==> src/current_band_monitor_with_alarm_assert.svh <==
// assertion macros shared by the current band monitor sources
`ifndef CURRENT_BAND_MONITOR_WITH_ALARM_ASSERT_SVH
`define CURRENT_BAND_MONITOR_WITH_ALARM_ASSERT_SVH
`ifndef ASSERT_OFF
`define CBM_ASSERT_ALWAYS(lbl, clk, rst, cond) \
   lbl: assert property (@(posedge clk) disable iff (rst) (cond)) \
      else $error("cbm assertion failed: invariant");
`define CBM_ASSERT_IMPL(lbl, clk, rst, ante, cons) \
   lbl: assert property (@(posedge clk) disable iff (rst) (ante) |-> (cons)) \
      else $error("cbm assertion failed: same-cycle implication");
`define CBM_ASSERT_NEXT(lbl, clk, rst, ante, cons) \
   lbl: assert property (@(posedge clk) disable iff (rst) (ante) |=> (cons)) \
      else $error("cbm assertion failed: next-cycle implication");
`else
`define CBM_ASSERT_ALWAYS(lbl, clk, rst, cond)
`define CBM_ASSERT_IMPL(lbl, clk, rst, ante, cons)
`define CBM_ASSERT_NEXT(lbl, clk, rst, ante, cons)
`endif
`endif

==> src/cbm_pkg.sv <==
// shared widths, constants and types of the current band monitor
`default_nettype none
package cbm_pkg;

   localparam int RawWidth      = 10;
   localparam int SelWidth      = 2;
   localparam int CurWidth      = 12;
   localparam int SetpointWidth = 12;
   localparam int NumSetpoints  = 4;
   localparam int ProdWidth     = RawWidth + CurWidth;
   localparam int CmpWidth      = SetpointWidth + 2;

   localparam int ScaleMul   = 3464;
   localparam int ScaleDiv   = 1023;
   localparam int ScaleShift = 10;
   localparam int CurMax     = 3464;
   localparam int BandStep   = 200;

   typedef logic [SetpointWidth-1:0] setpoint_type;
   typedef setpoint_type setpoint_array_type [NumSetpoints];

   localparam setpoint_array_type SetpointReset = '{
      SetpointWidth'(1400), SetpointWidth'(1600),
      SetpointWidth'(1800), SetpointWidth'(2000)
   };

   typedef struct packed {
      logic low;
      logic below_normal;
      logic normal;
      logic above_normal;
      logic high;
   } lamps_type;

   typedef struct packed {
      lamps_type lamps;
      logic      over;
   } band_type;

   typedef struct packed {
      logic fire;
      logic over;
   } alarm_ctrl_type;

endpackage
`default_nettype wire

==> src/cbm_if.sv <==
// request and response channel interfaces of the current band monitor
`default_nettype none
interface cbm_req_if;
   logic       valid;
   logic       ready;
   logic [9:0] raw_sample;
   logic [1:0] setpoint_select;

   modport source (output valid, output raw_sample, output setpoint_select, input ready);
   modport sink (input valid, input raw_sample, input setpoint_select, output ready);
endinterface

interface cbm_rsp_if;
   logic        valid;
   logic        ready;
   logic [11:0] scaled_current;
   logic        lamp_low;
   logic        lamp_below_normal;
   logic        lamp_normal;
   logic        lamp_above_normal;
   logic        lamp_high;
   logic        alarm_output;

   modport source (output valid, output scaled_current, output lamp_low,
                   output lamp_below_normal, output lamp_normal,
                   output lamp_above_normal, output lamp_high,
                   output alarm_output, input ready);
   modport sink (input valid, input scaled_current, input lamp_low,
                 input lamp_below_normal, input lamp_normal,
                 input lamp_above_normal, input lamp_high,
                 input alarm_output, output ready);
endinterface
`default_nettype wire

==> src/current_band_monitor_with_alarm.sv <==
// top level of the current band monitor with blinking alarm
`default_nettype none
`include "current_band_monitor_with_alarm_assert.svh"
// a request is registered in the request register, then in the response register;
// one request per cycle while the response side keeps taking its results
// the setpoint read, scaling multiply with reciprocal divide and the band compares
// sit between the two registers; a waiting response stalls requests once both are full
// reset (synchronous, active high) empties both stages, clears tick counter and
// alarm, and loads setpoints 1400, 1600, 1800 and 2000
module current_band_monitor_with_alarm #(
   parameter int TICKS_PER_TOGGLE = 1000
) (
   input  wire logic                               clock,
   input  wire logic                               reset,
   cbm_req_if.sink                                 req_chan,
   cbm_rsp_if.source                               rsp_chan,
   input  wire logic                               csr_wr_en,
   input  wire logic [cbm_pkg::SelWidth-1:0]       csr_index,
   input  wire logic [cbm_pkg::SetpointWidth-1:0]  csr_wr_data
);
   import cbm_pkg::*;

   // setpoint registers
   setpoint_type setpoint_ff [NumSetpoints];

   // request stage
   logic                 s1_valid_ff;
   logic [RawWidth-1:0]  s1_raw_ff;
   logic [SelWidth-1:0]  s1_sel_ff;

   // response stage
   logic                 rsp_valid_ff;
   logic [CurWidth-1:0]  rsp_cur_ff;
   lamps_type            rsp_lamps_ff;
   logic                 rsp_alarm_ff;

   logic                 rsp_free;
   logic                 advance;
   logic [CurWidth-1:0]  cur;
   band_type             band;
   alarm_ctrl_type       alarm_ctrl;
   logic                 level_new;

   // handshake: response register frees when empty or being taken
   assign rsp_free       = !rsp_valid_ff || rsp_chan.ready;
   assign advance        = s1_valid_ff && rsp_free;
   assign req_chan.ready = !s1_valid_ff || advance;

   always_ff @(posedge clock) begin
      if (reset) begin
         for (int i = 0; i < NumSetpoints; i++) begin
            setpoint_ff[i] <= SetpointReset[i];
         end
      end else if (csr_wr_en) begin
         setpoint_ff[csr_index] <= csr_wr_data;
      end
   end

   // datapath
   cbm_scale u_scale (
      .raw (s1_raw_ff),
      .cur (cur)
   );

   cbm_classify u_classify (
      .cur      (cur),
      .setpoint (setpoint_ff[s1_sel_ff]),
      .band     (band)
   );

   assign alarm_ctrl.fire = advance;
   assign alarm_ctrl.over = band.over;

   cbm_alarm #(
      .TICKS_PER_TOGGLE (TICKS_PER_TOGGLE)
   ) u_alarm (
      .clock     (clock),
      .reset     (reset),
      .ctrl      (alarm_ctrl),
      .level_new (level_new)
   );

   // stage valids
   always_ff @(posedge clock) begin
      if (reset) begin
         s1_valid_ff  <= 1'b0;
         rsp_valid_ff <= 1'b0;
      end else begin
         if (req_chan.ready) begin
            s1_valid_ff <= req_chan.valid;
         end
         if (rsp_free) begin
            rsp_valid_ff <= s1_valid_ff;
         end
      end
   end

   // stage payloads
   always_ff @(posedge clock) begin
      if (req_chan.valid && req_chan.ready) begin
         s1_raw_ff <= req_chan.raw_sample;
         s1_sel_ff <= req_chan.setpoint_select;
      end
      if (advance) begin
         rsp_cur_ff   <= cur;
         rsp_lamps_ff <= band.lamps;
         rsp_alarm_ff <= level_new;
      end
   end

   assign rsp_chan.valid             = rsp_valid_ff;
   assign rsp_chan.scaled_current    = rsp_cur_ff;
   assign rsp_chan.lamp_low          = rsp_lamps_ff.low;
   assign rsp_chan.lamp_below_normal = rsp_lamps_ff.below_normal;
   assign rsp_chan.lamp_normal       = rsp_lamps_ff.normal;
   assign rsp_chan.lamp_above_normal = rsp_lamps_ff.above_normal;
   assign rsp_chan.lamp_high         = rsp_lamps_ff.high;
   assign rsp_chan.alarm_output      = rsp_alarm_ff;

   // bands never overlap
   `CBM_ASSERT_IMPL(a_one_lamp, clock, reset, rsp_valid_ff, $onehot0(rsp_lamps_ff))
   // a blinking alarm means the current is past every band
   `CBM_ASSERT_IMPL(a_alarm_no_lamp, clock, reset, rsp_valid_ff && rsp_alarm_ff,
      rsp_lamps_ff == '0)
   `CBM_ASSERT_IMPL(a_cur_range, clock, reset, rsp_valid_ff,
      rsp_cur_ff <= CurWidth'(CurMax))

endmodule
`default_nettype wire

==> src/cbm_scale.sv <==
// converter sample to tenths of amperes, sample*3464/1023 truncated
`default_nettype none
module cbm_scale (
   input  wire logic [cbm_pkg::RawWidth-1:0] raw,
   output logic [cbm_pkg::CurWidth-1:0]      cur
);
   import cbm_pkg::*;

   logic [ProdWidth-1:0] prod;
   logic [ProdWidth:0]   sum;
   logic [CurWidth-1:0]  quot_est;
   logic [ProdWidth-1:0] back;
   logic [ProdWidth-1:0] rem;

   // x/1023 ~ (x + x/1024)/1024, never above the true quotient and at most one short
   assign prod     = ProdWidth'(raw) * ProdWidth'(ScaleMul);
   assign sum      = (ProdWidth+1)'(prod) + (ProdWidth+1)'(prod >> ScaleShift);
   assign quot_est = CurWidth'(sum >> ScaleShift);
   assign back     = (ProdWidth'(quot_est) << ScaleShift) - ProdWidth'(quot_est);
   assign rem      = prod - back;
   assign cur      = (rem >= ProdWidth'(ScaleDiv)) ? quot_est + CurWidth'(1) : quot_est;

endmodule
`default_nettype wire

==> src/cbm_classify.sv <==
// band lamps and over-limit flag against the selected setpoint
`default_nettype none
module cbm_classify (
   input  wire logic [cbm_pkg::CurWidth-1:0]      cur,
   input  wire logic [cbm_pkg::SetpointWidth-1:0] setpoint,
   output cbm_pkg::band_type                      band
);
   import cbm_pkg::*;

   localparam logic signed [CmpWidth-1:0] Step1 = CmpWidth'(BandStep);
   localparam logic signed [CmpWidth-1:0] Step2 = CmpWidth'(2 * BandStep);
   localparam logic signed [CmpWidth-1:0] Step3 = CmpWidth'(3 * BandStep);

   logic signed [CmpWidth-1:0] cur_s;
   logic signed [CmpWidth-1:0] sp_s;
   logic signed [CmpWidth-1:0] lim_m1;
   logic signed [CmpWidth-1:0] lim_p1;
   logic signed [CmpWidth-1:0] lim_p2;
   logic signed [CmpWidth-1:0] lim_p3;

   // limits are signed: setpoint minus one step may go negative
   assign cur_s  = signed'(CmpWidth'(cur));
   assign sp_s   = signed'(CmpWidth'(setpoint));
   assign lim_m1 = sp_s - Step1;
   assign lim_p1 = sp_s + Step1;
   assign lim_p2 = sp_s + Step2;
   assign lim_p3 = sp_s + Step3;

   assign band.lamps.low          = cur_s < lim_m1;
   assign band.lamps.below_normal = (cur_s >= lim_m1) && (cur_s < sp_s);
   assign band.lamps.normal       = (cur_s >= sp_s) && (cur_s < lim_p1);
   // the upper edge of the normal band lights nothing
   assign band.lamps.above_normal = (cur_s > lim_p1) && (cur_s < lim_p2);
   assign band.lamps.high         = (cur_s >= lim_p2) && (cur_s < lim_p3);
   assign band.over               = cur_s > lim_p3;

endmodule
`default_nettype wire

==> src/cbm_alarm.sv <==
// tick counter and blinking alarm state
`default_nettype none
`include "current_band_monitor_with_alarm_assert.svh"
module cbm_alarm #(
   parameter int TICKS_PER_TOGGLE = 1000
) (
   input  wire logic                    clock,
   input  wire logic                    reset,
   input  wire cbm_pkg::alarm_ctrl_type ctrl,
   output logic                         level_new
);
   import cbm_pkg::*;

   localparam int TickWidth = $clog2(TICKS_PER_TOGGLE);

   logic [TickWidth-1:0] tick_ff;
   logic [TickWidth-1:0] tick_in;
   logic [TickWidth:0]   tick_inc;
   logic                 wrap;
   logic                 active_ff;
   logic                 active_in;
   logic                 level_ff;
   logic                 level_tick;
   logic                 active_new;

   assign tick_inc   = (TickWidth+1)'(tick_ff) + (TickWidth+1)'(1);
   assign wrap       = tick_inc >= (TickWidth+1)'(TICKS_PER_TOGGLE);
   assign level_tick = (wrap && active_ff) ? ~level_ff : level_ff;

   // alarm follows the counter update, then this request's current
   always_comb begin
      priority if (ctrl.over) begin
         active_new = 1'b1;
         level_new  = level_tick;
      end else if (active_ff) begin
         active_new = 1'b0;
         level_new  = 1'b0;
      end else begin
         active_new = 1'b0;
         level_new  = level_tick;
      end
   end

   always_comb begin
      tick_in   = tick_ff;
      active_in = active_ff;
      if (ctrl.fire) begin
         tick_in   = wrap ? '0 : tick_inc[TickWidth-1:0];
         active_in = active_new;
      end
   end

   always_ff @(posedge clock) begin
      if (reset) begin
         tick_ff   <= '0;
         active_ff <= 1'b0;
         level_ff  <= 1'b0;
      end else begin
         tick_ff   <= tick_in;
         active_ff <= active_in;
         if (ctrl.fire) begin
            level_ff <= level_new;
         end
      end
   end

   `CBM_ASSERT_IMPL(a_level_needs_active, clock, reset, level_ff, active_ff)
   `CBM_ASSERT_ALWAYS(a_tick_in_range, clock, reset,
      (TickWidth+1)'(tick_ff) < (TickWidth+1)'(TICKS_PER_TOGGLE))
   `CBM_ASSERT_NEXT(a_clear_on_drop, clock, reset, ctrl.fire && !ctrl.over,
      !active_ff && !level_ff)

endmodule
`default_nettype wire

==> src/flat_wrapper.sv <==
// flat-port wrapper written by rule: the top's interface ports become plain ports
module current_band_monitor_with_alarm_flat import cbm_pkg::*;
#(
   parameter int TICKS_PER_TOGGLE = 1000
)
  (clock, reset, csr_wr_en, csr_index, csr_wr_data, req_chan_valid, req_chan_raw_sample, req_chan_setpoint_select, req_chan_ready, rsp_chan_valid, rsp_chan_scaled_current, rsp_chan_lamp_low, rsp_chan_lamp_below_normal, rsp_chan_lamp_normal, rsp_chan_lamp_above_normal, rsp_chan_lamp_high, rsp_chan_alarm_output, rsp_chan_ready);
  cbm_req_if req_chan_i ();
  cbm_rsp_if rsp_chan_i ();
  input  wire logic clock;
  input  wire logic reset;
  input  wire logic csr_wr_en;
  input  wire logic [cbm_pkg::SelWidth-1:0] csr_index;
  input  wire logic [cbm_pkg::SetpointWidth-1:0] csr_wr_data;
  input wire logic [$bits(req_chan_i.valid)-1:0] req_chan_valid;
  input wire logic [$bits(req_chan_i.raw_sample)-1:0] req_chan_raw_sample;
  input wire logic [$bits(req_chan_i.setpoint_select)-1:0] req_chan_setpoint_select;
  output wire logic [$bits(req_chan_i.ready)-1:0] req_chan_ready;
  output wire logic [$bits(rsp_chan_i.valid)-1:0] rsp_chan_valid;
  output wire logic [$bits(rsp_chan_i.scaled_current)-1:0] rsp_chan_scaled_current;
  output wire logic [$bits(rsp_chan_i.lamp_low)-1:0] rsp_chan_lamp_low;
  output wire logic [$bits(rsp_chan_i.lamp_below_normal)-1:0] rsp_chan_lamp_below_normal;
  output wire logic [$bits(rsp_chan_i.lamp_normal)-1:0] rsp_chan_lamp_normal;
  output wire logic [$bits(rsp_chan_i.lamp_above_normal)-1:0] rsp_chan_lamp_above_normal;
  output wire logic [$bits(rsp_chan_i.lamp_high)-1:0] rsp_chan_lamp_high;
  output wire logic [$bits(rsp_chan_i.alarm_output)-1:0] rsp_chan_alarm_output;
  input wire logic [$bits(rsp_chan_i.ready)-1:0] rsp_chan_ready;
  assign req_chan_i.valid = req_chan_valid;
  assign req_chan_i.raw_sample = req_chan_raw_sample;
  assign req_chan_i.setpoint_select = req_chan_setpoint_select;
  assign req_chan_ready = req_chan_i.ready;
  assign rsp_chan_valid = rsp_chan_i.valid;
  assign rsp_chan_scaled_current = rsp_chan_i.scaled_current;
  assign rsp_chan_lamp_low = rsp_chan_i.lamp_low;
  assign rsp_chan_lamp_below_normal = rsp_chan_i.lamp_below_normal;
  assign rsp_chan_lamp_normal = rsp_chan_i.lamp_normal;
  assign rsp_chan_lamp_above_normal = rsp_chan_i.lamp_above_normal;
  assign rsp_chan_lamp_high = rsp_chan_i.lamp_high;
  assign rsp_chan_alarm_output = rsp_chan_i.alarm_output;
  assign rsp_chan_i.ready = rsp_chan_ready;
  current_band_monitor_with_alarm #(.TICKS_PER_TOGGLE(TICKS_PER_TOGGLE)) u_core (.clock(clock), .reset(reset), .req_chan(req_chan_i), .rsp_chan(rsp_chan_i), .csr_wr_en(csr_wr_en), .csr_index(csr_index), .csr_wr_data(csr_wr_data));
endmodule
==> config.mk <==
export PLATFORM = sky130hd
export DESIGN_NAME = current_band_monitor_with_alarm_flat
export DESIGN_NICKNAME = d
export VERILOG_FILES = /design/src/cbm_pkg.sv /design/src/cbm_if.sv /design/src/current_band_monitor_with_alarm.sv /design/src/cbm_scale.sv /design/src/cbm_classify.sv /design/src/cbm_alarm.sv /design/src/flat_wrapper.sv
export VERILOG_INCLUDE_DIRS = /design/src /design/src/src
export SDC_FILE = /design/constraint.sdc
export NUM_CORES = 1
export LEC_CHECK = 0
export BUFFER_PORTS_ARGS = -buffer_cell sky130_fd_sc_hd__buf_2
export CORE_ASPECT_RATIO = 1.5
export CORE_MARGIN = 5
export CORE_UTILIZATION = 45
export DETAILED_ROUTE_END_ITERATION = 16
export GPL_ROUTABILITY_DRIVEN = 0
export PLACE_DENSITY = 0.6
export SLEW_MARGIN = 10
export SYNTH_ARGS = -nofsm -noshare
export SYNTH_HDL_FRONTEND = slang
export SYNTH_SLANG_ARGS = --single-unit
==> constraint.sdc <==
create_clock -name clock -period 20.8 [get_ports clock]
set_clock_uncertainty 0.2 [all_clocks]
set_input_delay 2.08 -clock clock [delete_from_list [all_inputs] [get_ports clock]]
set_output_delay 2.08 -clock clock [all_outputs]
set_load 0.1 [all_outputs]
Yosys cells after proc, flatten, opt, wreduce, memory -nomap -nowiden --
Memory sizes are Yosys's and may differ from the RTL's. A register that Yosys moved wholly into a read port is not among the register bits. Index checks and enable logic that the tools add are counted.
Storage, ports and cells: register bits 44, RAM bits 48, bits of input ports 31, output and inout bits 20, word-level logic and storage cells 65, memories kept 1
Memory list:
- u_core.setpoint_ff | words 4, bits a word 12, read ports 1, clocked after memory_dff 1, write ports 4, line current_band_monitor_with_alarm.sv:24 | setpoint_type setpoint_ff [NumSetpoints];
Cells by class: add/sub/neg operators 9, $mul 1, order comparisons 12, muxes and demuxes 15, bitwise gates (word level) 1, reductions and logical operators 12
Operator list (count):
- $lt 12x13->1 | 3
- $gt 12x13->1 | 2
- $mux 12 | 2
- $add 22x12->22 | 1
- $ge 22x10->1 const B | 1
- $sub 22x12->22 | 1
- $sub 22x22->22 | 1
- $mul 10x9->19 const B | 1
- $ge 13x14->1 | 1
- $lt 13x14->1 | 1
- $add 12x10->13 const B | 1
- $add 12x8->13 const B | 1
- $add 12x9->13 const B | 1
- $ge 12x13->1 | 1
- $sub 12x8->13 const B | 1
- $add 12x1->12 const B | 1
- $ge 12x12->1 | 1
- $lt 12x12->1 | 1
- $reduce_or 12->1 | 1
- $add 10x1->11 const B | 1
- $ge 11x10->1 const B | 1
- $mux 1 | 10
- $mux 10 | 1
- $logic_and 1x1->1 | 7
- other kinds (4) | 7

Longest topological paths before layout --
depth after elaboration 8, depth in mapped cells 53, mapped depth without buffers 51

Modules after synthesis --
Synthesis repeated with hierarchy kept, for this count alone.
Second synthesis, totals: cell total of the unflattened synthesis 952, area total of the unflattened synthesis 9256.4 µm²
Modules (own cells, without submodules):
- cbm_scale | times used 1, cells each 455, area an instance 3529.6 µm², seq. area each 0.0 µm²
- current_band_monitor_with_alarm | times used 1, cells each 177, area an instance 3264.4 µm², seq. area each 2422.3 µm²
- cbm_classify | times used 1, cells each 217, area an instance 1694.1 µm², seq. area each 0.0 µm²
- cbm_alarm | times used 1, cells each 103, area an instance 768.2 µm², seq. area each 240.2 µm²

Worst setup path after synthesis --
No wires, ideal clock.
path type register -> register, from register u_core.s1_raw_ff[1], to register u_core.rsp_lamps_ff, in the netlist u_core.rsp_chan.lamp_below_normal, data pin, setup time 267 ps, arrival 10980 ps, required time 20333 ps, setup slack 9354 ps, stages on the path, launching flop included 47, buffers on the path 1, clock period less this slack 11446 ps, cells stage by stage edfxtp_1 -> ha_1 -> inv_1 -> fa_1 -> fa_1 -> fa_1 -> inv_1 -> ha_1 -> a21o_2 -> a21oi_2 -> a21oi_1 -> o41ai_4 -> xnor2_1 -> ha_1 -> o21ai_0 -> nor2_1 -> nor3_1 -> nand2_1 -> (+11 left out) -> o21ai_0 -> nand2_1 -> o41ai_1 -> o311ai_1 -> and4b_1 -> nand4_1 -> nor4_4 -> mux2_2 -> ha_1 -> nor2b_1 -> o21ai_0 -> nand2b_1 -> a21o_1 -> maj3_2 -> a221o_1 -> a211o_1 -> a221oi_2 -> nor4b_2
RTL lines:
- start: declaration | line current_band_monitor_with_alarm.sv:28 | logic [RawWidth-1:0] s1_raw_ff;
- start signal: assignment | line current_band_monitor_with_alarm.sv:101 | s1_raw_ff <= req_chan.raw_sample;
- end signal: assignment | line current_band_monitor_with_alarm.sv:106 | rsp_lamps_ff <= band.lamps;
- end: declaration | line current_band_monitor_with_alarm.sv:34 | lamps_type rsp_lamps_ff;

==> impl_metrics.ini <==
[synth]
ys_types = 89
netlist_area_um2 = 9630
yosys_warnings = 0
netlist_instances = 1028
synth_flop_cell = edfxtp_1
synth_edf_count = 78
ys_seq_elements = 94
yosys.area.top_type = edfxtp_1
synth_top_area_frac = 0.243
synth_area_per_cell_um2 = 9.36
synth.area.top_cells = edfxtp_1 24%, ha_1 16%, xnor2_1 5.0%, inv_1 4.5%, fa_1 4.2%
yosysSeqAreaShare = 0.277
synth_most_common_cell = ha_1
synth_commonest_cells = 123 x ha_1, 116 x inv_1, 78 x edfxtp_1
async_flop_share = 0
synth_nets = 1202

[clock_tree]
cts_buffers = 9
clkLatencyLatePin_ns = 0.35
root_buffer = clkbuf_16
clock-sinks = 94
clkSlewWorstSetupHoldPaths_ns = 0.07
cts_setup_buffers = 0
cts_resized = 0
cts_hold_buf = 0
h-tree-depth = 3
cts.path.max_buffers = 2
cts_tree = done

[status]
outcome = finished clean

[final_layout]
synthToLayoutAreaGrowth_pct = 8.31
multi_input_area_um2 = 6410
layout-drive-gt1-share = 0.119
sequential_cell_area_um2 = 2660
final_net_count = 1236
nFillCells = 2033
antennaDiodeCount = 0
final_cells = 1335

[global_route]
grt_max_degree = 30
antenna_found_initial = 0
grt_pass1_wl_um = 39700
grt.overflow.total = 0
grt_pass1_vias = 7838
grt_usage = 0.203

[critical_path]
crit_family = adder cells
worst-path-buf-inv = 4
critPathKind = flip-flop to flip-flop
cp.arrival_ns = 12.74
cpPeakStageDelay_ns = 0.54
endpoint_kind = flip-flop
worstPathRequired_ns = 20.69
start_kind = flip-flop
timing.reg2reg.setup_slack_ns = 7.94
worst_path_most_repeated_cell = ha_1
critPathMaxFanout = 8
critPathSlowestCell = fa_1

[job]
max-cap-violations = 0

[detailed_routing]
routedWlPerCell_um = 18.2
detail-route-antenna-nets = 0
dr.pass1.iters = 5
routed_wl_um = 24300
via_count = 7524
drc_errors = 0
via_per_inst = 5.64
drtIter0Drc = 328

[floorplanning]
rows = 65
fp.dieH_um = 189
die_w_um = 129
design.portCount = 51
dieArea_um2 = 24500
start_util = 0.457
core_um2 = 21100

[sta]
setup_viol = 0
post-route-min-period_ns = 12.86
fmax_mhz = 77.8
tns_ns = 0
relSlewSlack = 0.368
tightestPinTransition_ns = 0.941
rsz0062_at_grt = false
fin_crit_sh = 0.618
drv_slew = 0
hold_viol_final = 0

[place]
dp.cells = 1319
io_buffers = 50
dp_hpwl_um = 19800

[min_path]
hold_class = flip-flop to flip-flop
## path summary, 6_finish.rpt
path	startpoint	to	cells after the start
worst max-delay path	u_core.s1_raw_ff[1]	u_core.rsp_chan.lamp_below_normal	46
worst min-delay path	u_core.u_alarm.tick_ff[1]	u_core.u_alarm.tick_ff[1]	2
worst max register to register	u_core.s1_raw_ff[1]	u_core.rsp_chan.lamp_below_normal	46
worst min register to register	u_core.u_alarm.tick_ff[1]	u_core.u_alarm.tick_ff[1]	2
## layout make-up
type | count | area share
repair buffers | 51 | 0.0247
multi-input cells | 785 | 0.615
well taps | 268 | 0.0322
clock inverters | 7 | 0.00720
inverters | 121 | 0.0436
flip-flops and latches | 94 | 0.255
clock buffers | 9 | 0.0216
## tightest hold or removal path: stages, from the launching register on
cell,delay (ns)
dfxtp_1,0.33
nand2_1,0.06
a21oi_1,0.05
## sequential cells by signal (all words and copies together), names as in the netlist, named ones only
register,flops
u_core.s1_sel_ff,2
u_core.rsp_chan.alarm_output,1
u_core.rsp_chan.lamp_below_normal,1
u_core.rsp_chan.lamp_above_normal,1
u_core.rsp_chan.valid,1
u_core.s1_raw_ff,10
u_core.u_alarm.level_ff,1
u_core.setpoint_ff,48
u_core.rsp_chan.lamp_normal,1
u_core.rsp_chan.lamp_high,1
u_core.s1_valid_ff,1
u_core.u_alarm.active_ff,1
u_core.rsp_chan.scaled_current,12
u_core.rsp_chan.lamp_low,1
u_core.u_alarm.tick_ff,10
## through the flow
step                      instance area, µm²  hold WS [ns]   util  setup slack, ns
final                                  10400         0.284  0.495             7.94
after global routing                   10400         0.306  0.495             7.09
after CTS                              10400         0.281  0.495             7.98
after detailed placement               10100         0.263  0.481             8.05
after global placement                 10100         0.264  0.481             8.22
after floorplan                         9630         0.244      -             9.35
## placed cells by master, fill, tap and decap left out, types with 5 or more instances in the layout
cell and n:
a211o_1 7, nand3_1 22, a21oi_1 59, or2_2 5, nor3_1 22, o211ai_1 6, buf_2 50, fa_1 20
and3_1 21, ha_1 123, nor2b_1 8, dfxtp_1 16, nor2_1 55, o21a_1 9, clkbuf_16 9, mux2i_1 7
o21ai_0 34, or3_1 6, mux2_2 7, a31oi_1 9, xnor2_2 5, mux4_2 12, a211oi_1 11, nand2b_1 32
and2_1 42, o22ai_1 6, o21ai_1 6, xnor2_1 55, nand2_1 60, a21o_1 13, edfxtp_1 78, xor2_1 17
nor3b_1 7, inv_1 116, nand4_1 13
## cells by family after synthesis
family                   after synthesis  synth area share
XOR/XNOR                              80            0.0815
AO/OA/AOI/OAI                        203             0.143
flip-flops                            94             0.277
buffers and inverters                149            0.0585
adder cells (fa/ha/maj)              149             0.208
multiplexers                          27            0.0451
AND/OR/NAND/NOR                      326             0.188
## layer usage
layer  part of all wire  vias up  track usage
met5                  0        -            0
met4              0.034        0       0.0732
met3              0.018       55       0.0144
met2               0.56      124        0.401
met1               0.39     3604        0.221
li1                   -     3741            -
Power is not shown: default switching activity piles up to over one toggle a cycle in this logic, so the estimate is an artifact.
